## src/hdl/efg_pkg.sv

```systemverilog
// Shared types, codes and default sizes for the event flag group engine.
package efg_pkg;

    localparam int EFG_WAITER_SLOTS = 8;
    localparam int EFG_FLAG_BITS    = 16;

    localparam int MODE_W    = 2;
    localparam int WAITER_W  = 3;
    localparam int MASK_W    = 16;
    localparam int WKIND_W   = 2;
    localparam int KIND_W    = 3;
    localparam int SLOT_W    = 3;
    localparam int S_TDATA_W = 24;
    localparam int M_TDATA_W = 40;

    localparam logic [MODE_W-1:0] MODE_WAIT    = 2'd0;
    localparam logic [MODE_W-1:0] MODE_SET     = 2'd1;
    localparam logic [MODE_W-1:0] MODE_CLEAR   = 2'd2;
    localparam logic [MODE_W-1:0] MODE_TIMEOUT = 2'd3;

    localparam logic [WKIND_W-1:0] WK_ALL_SET   = 2'd0;
    localparam logic [WKIND_W-1:0] WK_ALL_CLEAR = 2'd1;
    localparam logic [WKIND_W-1:0] WK_ANY_SET   = 2'd2;
    localparam logic [WKIND_W-1:0] WK_ANY_CLEAR = 2'd3;

    localparam logic [KIND_W-1:0] KIND_MATCHED = 3'd0;
    localparam logic [KIND_W-1:0] KIND_BLOCKED = 3'd1;
    localparam logic [KIND_W-1:0] KIND_WOKEN   = 3'd2;
    localparam logic [KIND_W-1:0] KIND_TIMEOUT = 3'd3;
    localparam logic [KIND_W-1:0] KIND_DONE    = 3'd4;
    localparam logic [KIND_W-1:0] KIND_ERROR   = 3'd5;

    typedef enum logic [1:0] {
        ST_IDLE,
        ST_EXEC,
        ST_SCAN,
        ST_EMIT
    } state_t;

endpackage

```

## src/hdl/event_flag_group_engine.sv

```systemverilog
// Event flag group engine: flag word, waiter slot table and a slot sequencer.
// A wait, clear or timeout beat goes from idle to the exec state, which loads its result beat
// into the output register; a set beat scans WAITER_SLOTS slots, one per cycle, through the shared
// match unit, then walks them again in the emit state: one done beat when nobody wakes, else one
// woken beat per released slot; output stalls hold exec and emit; tready is high only in idle.
// Reset (aresetn low, synchronous) clears the flag word, all waiting bits and the output.
module event_flag_group_engine
    import efg_pkg::*;
#(
    parameter int WAITER_SLOTS = EFG_WAITER_SLOTS,
    parameter int FLAG_BITS    = EFG_FLAG_BITS
) (
    input  logic                  aclk,
    input  logic                  aresetn,
    input  logic                  s_axis_tvalid,
    output logic                  s_axis_tready,
    // tdata: waiter[2:0], mask[18:3], wait_kind[20:19], zero fill [23:21].
    input  logic [S_TDATA_W-1:0]  s_axis_tdata,
    // tuser: mode[1:0].
    input  logic [MODE_W-1:0]     s_axis_tuser,
    output logic                  m_axis_tvalid,
    input  logic                  m_axis_tready,
    // tdata: slot[2:0], released_mask[18:3], flags_now[34:19], zero fill [39:35].
    output logic [M_TDATA_W-1:0]  m_axis_tdata,
    // tuser: kind[2:0].
    output logic [KIND_W-1:0]     m_axis_tuser,
    // tlast: last result beat caused by one input beat.
    output logic                  m_axis_tlast
);

    localparam int IDX_W = (WAITER_SLOTS > 1) ? $clog2(WAITER_SLOTS) : 1;
    localparam logic [IDX_W-1:0] IDX_LAST = IDX_W'(WAITER_SLOTS - 1);

    // Input beat fields.
    logic [WAITER_W-1:0]  in_waiter;
    logic [MASK_W-1:0]    in_mask;
    logic [WKIND_W-1:0]   in_wkind;
    logic [63:0]          in_mask_wide;
    logic [FLAG_BITS-1:0] in_mask_fb;

    assign in_waiter    = s_axis_tdata[2:0];
    assign in_mask      = s_axis_tdata[18:3];
    assign in_wkind     = s_axis_tdata[20:19];
    assign in_mask_wide = 64'(in_mask);
    assign in_mask_fb   = in_mask_wide[FLAG_BITS-1:0];

    // Control and flag state.
    state_t               state_reg, state_next;
    logic [FLAG_BITS-1:0] flag_reg, flag_next;
    logic [FLAG_BITS-1:0] scan_flags_reg, scan_flags_next;
    logic [FLAG_BITS-1:0] new_flags_reg, new_flags_next;
    logic [WAITER_SLOTS-1:0] waiting_reg, waiting_next;
    logic [WAITER_SLOTS-1:0] woke_reg, woke_next;
    logic [IDX_W-1:0]     idx_reg, idx_next;

    // Captured input beat.
    logic [MODE_W-1:0]    mode_reg, mode_next;
    logic [WAITER_W-1:0]  waiter_reg, waiter_next;
    logic [FLAG_BITS-1:0] mask_reg, mask_next;
    logic [WKIND_W-1:0]   wkind_reg, wkind_next;

    // Output register.
    logic                 m_valid_reg, m_valid_next;
    logic [KIND_W-1:0]    m_kind_reg, m_kind_next;
    logic [SLOT_W-1:0]    m_slot_reg, m_slot_next;
    logic [MASK_W-1:0]    m_rel_reg, m_rel_next;
    logic [MASK_W-1:0]    m_flags_reg, m_flags_next;
    logic                 m_last_reg, m_last_next;

    // Slot table: mask and wait kind, one read port registered at idx_next.
    logic [FLAG_BITS-1:0] slot_mask_mem [WAITER_SLOTS];
    logic [WKIND_W-1:0]   slot_kind_mem [WAITER_SLOTS];
    logic [FLAG_BITS-1:0] rd_mask_reg;
    logic [WKIND_W-1:0]   rd_kind_reg;
    logic                 mem_we;

    // Shared match unit operands and results.
    logic [FLAG_BITS-1:0] mu_flags, mu_mask, mu_and, mu_rel;
    logic [WKIND_W-1:0]   mu_kind;
    logic                 mu_hit, mu_clears;

    logic [IDX_W-1:0]     widx;
    logic                 w_in_range;
    logic                 out_free;
    logic [63:0]          rel_wide, flags_wide;
    logic [WAITER_SLOTS-1:0] idx_onehot;

    assign widx       = IDX_W'(waiter_reg);
    assign w_in_range = (32'(waiter_reg) < WAITER_SLOTS);
    assign out_free   = !m_valid_reg || m_axis_tready;
    assign idx_onehot = WAITER_SLOTS'(1) << idx_reg;

    // One match unit serves the immediate test of a wait and the per-slot tests of a set.
    always_comb begin
        if (state_reg == ST_EXEC) begin
            mu_flags = flag_reg;
            mu_mask  = mask_reg;
            mu_kind  = wkind_reg;
        end else begin
            mu_flags = scan_flags_reg;
            mu_mask  = rd_mask_reg;
            mu_kind  = rd_kind_reg;
        end
        mu_and    = mu_flags & mu_mask;
        mu_clears = (mu_kind == WK_ALL_CLEAR) || (mu_kind == WK_ANY_CLEAR);
        if ((mu_kind == WK_ANY_SET) || (mu_kind == WK_ANY_CLEAR)) begin
            mu_rel = mu_and;
            mu_hit = (mu_and != '0);
        end else begin
            mu_rel = mu_mask;
            mu_hit = (mu_and == mu_mask);
        end
    end

    assign rel_wide = 64'(mu_rel);

    // Sequencer: next state, flag updates and result beats.
    always_comb begin
        state_next      = state_reg;
        flag_next       = flag_reg;
        scan_flags_next = scan_flags_reg;
        new_flags_next  = new_flags_reg;
        waiting_next    = waiting_reg;
        woke_next       = woke_reg;
        idx_next        = '0;
        mode_next       = mode_reg;
        waiter_next     = waiter_reg;
        mask_next       = mask_reg;
        wkind_next      = wkind_reg;
        m_valid_next    = m_valid_reg && !m_axis_tready;
        m_kind_next     = m_kind_reg;
        m_slot_next     = m_slot_reg;
        m_rel_next      = m_rel_reg;
        m_flags_next    = m_flags_reg;
        m_last_next     = m_last_reg;
        mem_we          = 1'b0;
        s_axis_tready   = 1'b0;
        flags_wide      = 64'(flag_reg);

        case (state_reg)
            ST_IDLE: begin
                s_axis_tready = 1'b1;
                if (s_axis_tvalid) begin
                    mode_next   = s_axis_tuser;
                    waiter_next = in_waiter;
                    mask_next   = in_mask_fb;
                    wkind_next  = in_wkind;
                    if (s_axis_tuser == MODE_SET) begin
                        scan_flags_next = flag_reg | in_mask_fb;
                        new_flags_next  = flag_reg | in_mask_fb;
                        woke_next       = '0;
                        state_next      = ST_SCAN;
                    end else begin
                        state_next = ST_EXEC;
                    end
                end
            end

            ST_EXEC: begin
                if (out_free) begin
                    m_valid_next = 1'b1;
                    m_slot_next  = waiter_reg;
                    m_rel_next   = '0;
                    m_last_next  = 1'b1;
                    state_next   = ST_IDLE;
                    case (mode_reg)
                        MODE_WAIT: begin
                            if (!w_in_range || waiting_reg[widx]) begin
                                m_kind_next = KIND_ERROR;
                            end else if (mu_hit) begin
                                m_kind_next = KIND_MATCHED;
                                m_rel_next  = rel_wide[MASK_W-1:0];
                                if (mu_clears) begin
                                    flag_next = flag_reg & ~mask_reg;
                                end
                            end else begin
                                m_kind_next         = KIND_BLOCKED;
                                waiting_next[widx]  = 1'b1;
                                mem_we              = 1'b1;
                            end
                        end
                        MODE_CLEAR: begin
                            m_kind_next = KIND_DONE;
                            m_slot_next = '0;
                            flag_next   = flag_reg & ~mask_reg;
                        end
                        MODE_TIMEOUT: begin
                            if (!w_in_range || !waiting_reg[widx]) begin
                                m_kind_next = KIND_ERROR;
                            end else begin
                                m_kind_next        = KIND_TIMEOUT;
                                waiting_next[widx] = 1'b0;
                            end
                        end
                        default: begin
                            // Set beats never come through here; report them as done.
                            m_kind_next = KIND_DONE;
                            m_slot_next = '0;
                        end
                    endcase
                    flags_wide   = 64'(flag_next);
                    m_flags_next = flags_wide[MASK_W-1:0];
                end
            end

            ST_SCAN: begin
                // All slots are tested against the flags right after the OR; the
                // clear-type waiters only drop bits that this set beat brought.
                if (waiting_reg[idx_reg] && mu_hit) begin
                    woke_next[idx_reg]    = 1'b1;
                    waiting_next[idx_reg] = 1'b0;
                    if (mu_clears) begin
                        new_flags_next = new_flags_reg & ~(rd_mask_reg & mask_reg);
                    end
                end
                if (idx_reg == IDX_LAST) begin
                    flag_next  = new_flags_next;
                    state_next = ST_EMIT;
                    idx_next   = '0;
                end else begin
                    idx_next = idx_reg + 1'b1;
                end
            end

            ST_EMIT: begin
                flags_wide = 64'(flag_reg);
                idx_next   = idx_reg;
                if (woke_reg == '0) begin
                    // Nobody was released: a single done beat.
                    if (out_free) begin
                        m_valid_next = 1'b1;
                        m_kind_next  = KIND_DONE;
                        m_slot_next  = '0;
                        m_rel_next   = '0;
                        m_flags_next = flags_wide[MASK_W-1:0];
                        m_last_next  = 1'b1;
                        idx_next     = '0;
                        state_next   = ST_IDLE;
                    end
                end else if (!woke_reg[idx_reg]) begin
                    idx_next = idx_reg + 1'b1;
                end else if (out_free) begin
                    m_valid_next       = 1'b1;
                    m_kind_next        = KIND_WOKEN;
                    m_slot_next        = SLOT_W'(idx_reg);
                    m_rel_next         = rel_wide[MASK_W-1:0];
                    m_flags_next       = flags_wide[MASK_W-1:0];
                    m_last_next        = ((woke_reg & ~idx_onehot) == '0);
                    woke_next[idx_reg] = 1'b0;
                    if ((woke_reg & ~idx_onehot) == '0) begin
                        idx_next   = '0;
                        state_next = ST_IDLE;
                    end else begin
                        idx_next = idx_reg + 1'b1;
                    end
                end
            end

            default: begin
                state_next = ST_IDLE;
            end
        endcase
    end

    // State register.
    always_ff @(posedge aclk) begin
        if (!aresetn) begin
            state_reg   <= ST_IDLE;
            flag_reg    <= '0;
            waiting_reg <= '0;
            woke_reg    <= '0;
            idx_reg     <= '0;
            m_valid_reg <= 1'b0;
        end else begin
            state_reg   <= state_next;
            flag_reg    <= flag_next;
            waiting_reg <= waiting_next;
            woke_reg    <= woke_next;
            idx_reg     <= idx_next;
            m_valid_reg <= m_valid_next;
        end
    end

    // Payload registers.
    always_ff @(posedge aclk) begin
        scan_flags_reg <= scan_flags_next;
        new_flags_reg  <= new_flags_next;
        mode_reg       <= mode_next;
        waiter_reg     <= waiter_next;
        mask_reg       <= mask_next;
        wkind_reg      <= wkind_next;
        m_kind_reg     <= m_kind_next;
        m_slot_reg     <= m_slot_next;
        m_rel_reg      <= m_rel_next;
        m_flags_reg    <= m_flags_next;
        m_last_reg     <= m_last_next;
    end

    // Slot table: written when a wait blocks, read one slot per cycle during a set.
    always_ff @(posedge aclk) begin
        if (mem_we) begin
            slot_mask_mem[widx] <= mask_reg;
            slot_kind_mem[widx] <= wkind_reg;
        end
        rd_mask_reg <= slot_mask_mem[idx_next];
        rd_kind_reg <= slot_kind_mem[idx_next];
    end

    assign m_axis_tvalid = m_valid_reg;
    assign m_axis_tdata  = {5'b0, m_flags_reg, m_rel_reg, m_slot_reg};
    assign m_axis_tuser  = m_kind_reg;
    assign m_axis_tlast  = m_last_reg;

endmodule

```

## config.mk

```make
export PLATFORM = sky130hd
export DESIGN_NAME = event_flag_group_engine
export DESIGN_NICKNAME = d
export VERILOG_FILES = /design/src/hdl/efg_pkg.sv /design/src/hdl/event_flag_group_engine.sv
export SDC_FILE = /design/constraint.sdc
export NUM_CORES = 1
export LEC_CHECK = 0
export BUFFER_PORTS_ARGS = -buffer_cell sky130_fd_sc_hd__buf_2
export CORE_MARGIN = 2
export CORE_UTILIZATION = 50
export CTS_BUF_LIST = sky130_fd_sc_hd__clkbuf_8
export DETAILED_ROUTE_END_ITERATION = 16
export PLACE_DENSITY = 0.67
export SETUP_SLACK_MARGIN = 0.2
export SKIP_CTS_REPAIR_TIMING = 1
export SYNTH_ARGS = -nofsm -noshare
export SYNTH_HDL_FRONTEND = slang
export SYNTH_SLANG_ARGS = --single-unit
```

## constraint.sdc

```tcl
create_clock -name aclk -period 7.9 [get_ports aclk]
set_input_delay 0.79 -clock aclk [delete_from_list [all_inputs] [get_ports aclk]]
set_output_delay 0.79 -clock aclk [all_outputs]
set_load 0.01 [all_outputs]
```

==> metrics.csv <==
metric,value,unit
Reg2Reg Setup Slack,3.16,ns
Final min period,4.74,ns
P_int,2.55,mW
Post-Syn Area per Cell,12.3,um^2
"Primary FF master, synth",edfxtp_1,
mapped cell area,13100,um^2
post-synth top area cell,edfxtp_1,
Layout area overhead,11.3,%
Via density,5.95,
DRC,0,
final setup fails,0,
"Most flops, register",slot_mask_mem,
Total Nets Final,1185,
initial antenna violation count,0,
via count,9015,
final instance area,14500,um^2
fin cells,1514,
Post-DP Area,13600,um^2
CP endpoint kind,flip-flop,
synth unique cells,73,
Setup TNS,0,ns
yosys synthesis warning count,0,
Setup CP Type,reg2reg,
required time worst endpoint,8.35,ns
CTS buffer count,46,
net switching power,998,uW
final core occ,56.2,%
clock sink count,294,
vias in the first global route,8910,
first-pass GRT wire length,50800,um
Reg2Reg Depth,9,
"most common cell after layout, fill and taps aside",edfxtp_1,
"Critical Path, Cell by Cell",ha_1 -> inv_1 -> a21oi_1 -> nor3_1 -> nor3_4 -> buf_4 -> or2_1 -> o22ai_1 -> or2_2,
DP HPWL,20600,um
latest clock arrival within the worst-skew pair,0.58,ns
die area,27400,um^2
hold slack,0.399,ns
CP Launch Type,flip-flop,
synthesized flop and latch total,294,
post-DR wirelength/cell,21.7,um
net switching share of the total power,28.1,%
RD Place Congestion,0.906,
share of layout cells above drive strength 1,17.9,%
fill count,2173,
crit path launch,state_reg[0],
final hold vios,0,
pwr dens,244,nW/um^2
worst path arrival time,5.19,ns
Crit-path slowest cell,or2_1,
row count,59,
status,"finished, final reports clean",
GRT overflow,0,
WL final,32900,um
FF-to-FF Start,state_reg[0],
asr flop ratio synth,0,%
setup ws final,3.16,ns
combinational group share of total power,13.2,%
Port Buffers,67,
post-route ant nets,0,
most frequent cells in the layout,"edfxtp_1, nor2_1, mux2i_1",
Synth area leaders,"edfxtp_1, dfxtp_1, mux2i_1, o22ai_1, nor2_1",
Sequential Power Share,52.7,%
R2R Path End,rd_kind_reg[0],
"slowest stage delay, CP",0.83,ns
H-tree levels,2,
Starting DRT DRC Count,800,
clock tree buffer depth,3,
CTS root buffer,clkbuf_8,
total power,3.55,mW
number of max-cap violations,0,
max FFs per register,128,
CP Max Fanout,38,
DR pass1 iterations,6,
FMAX,211,MHz
power share of the clock group,34.1,%
Relative slew margins,26.0,%
worst hold path type,in2reg,
Post-Syn Instances,1061,
die height,166,um
clock skew,0.0262,ns
number of enable flip-flop cells after synthesis,238,
sequential element share of the synthesized area,63.3,%
initial core utilization,50.6,%
TritonCTS clock tree,yes,
I/O pin count,76,
Die X,166,um
Inst Count DP,1428,
Setup crit end,rd_kind_reg[0],
leakage dissipation,5.06,nW
"CTS clk-pin slew, worst paths",0.06,ns
worst-margin pin slew,1.10,ns
All-Layer GR Usage,23.8,%
unrepaired setup endpoints after global routing,false,
largest net degree at the start of global routing,63,
Ant. Diodes,0,
Final period util,60.0,%
share of the synthesized area in the top cell type,54.7,%
dpl ws,3.15,ns
max-slew violations,0,
core footprint,25800,um^2
maximum VDD drop,0.179,mV
-- power by group through the flow --
stage          Sequential [mW]  Clock, mW  Combinational (mW)
2_1_floorplan             1.87          0               0.326
3_3_place_gp              1.90          0               0.456
3_5_place_dp              1.90          0               0.463
4_1_cts                   1.87       1.23               0.465
5_1_grt                   1.88       1.30               0.513
6_report                  1.87       1.21               0.469
-- cells in the mapped netlist, types with 4 or more instances --
cell type and number:
a211oi_1 15, a21oi_1 54, a222oi_1 6, a22oi_1 9
a31oi_1 32, and2_1 12, buf_2 12, buf_4 12
buf_6 5, clkbuf_1 21, dfxtp_1 56, edfxtp_1 238
ha_1 14, inv_1 50, mux2i_1 79, nand2_1 71
nand2b_1 7, nand3_1 31, nand3b_1 4, nor2_1 96
nor2b_1 4, nor3_1 10, o211ai_1 4, o21a_1 6
o21ai_0 43, o22ai_1 62, o2bb2ai_1 6, or2_1 11
or2_2 25
-- worst min-delay path by stage --
stage	start	endpoint	slack (ns)	depth (start not counted)
6_report	s_axis_tuser[0]	mode_reg[0]	0.40	1
5_1_grt	s_axis_tdata[1]	waiter_reg[1]	0.38	1
4_1_cts	s_axis_tdata[1]	waiter_reg[1]	0.38	1
3_5_place_dp	flag_reg[0]	flag_reg[0]	0.52	2
3_3_place_gp	new_flags_reg[1]	flag_reg[1]	0.50	2
2_1_floorplan	new_flags_reg[1]	flag_reg[1]	0.48	2
-- cells by family after synthesis --
group,Yosys count,synth area share [%]
buffers and inverters,108,4.31
muxes,82,6.57
DFF,294,63.3
AOI/OAI and AO/OA,268,13.6
other,1,0.0287
adders and majority gates,14,1.34
and+or+nand+nor,294,10.8
-- per-layer routing --
metal,track usage (%),vias to the layer above,wire [um]
met2,37.9,415,15300
met1,33.1,4373,14000
met5,0,-,0
met4,8.70,0,938
met3,4.25,81,2610
li1,-,4146,-
-- critical path, delay by kind of cell (launching register included) --
kind | cells | cell delay, ns
simple gates | 4 | 1.59
compound gates | 2 | 0.95
buf+inv | 2 | 0.92
fa+ha+maj | 1 | 0.73
flops | 1 | 0.39
-- area by class of cell --
cell class | instances | area [um^2] | area share [%]
Clock buffer | 52 | 716 | 4.92
Sequential cell | 294 | 8270 | 56.9
Multi-Input combinational cell | 663 | 4300 | 29.6
Clock inverter | 34 | 168 | 1.15
Timing Repair Buffer | 85 | 470 | 3.24
Inverter | 51 | 191 | 1.32
Tap cell | 335 | 419 | 2.88
Note: power is estimated with default switching activity, not from simulation.
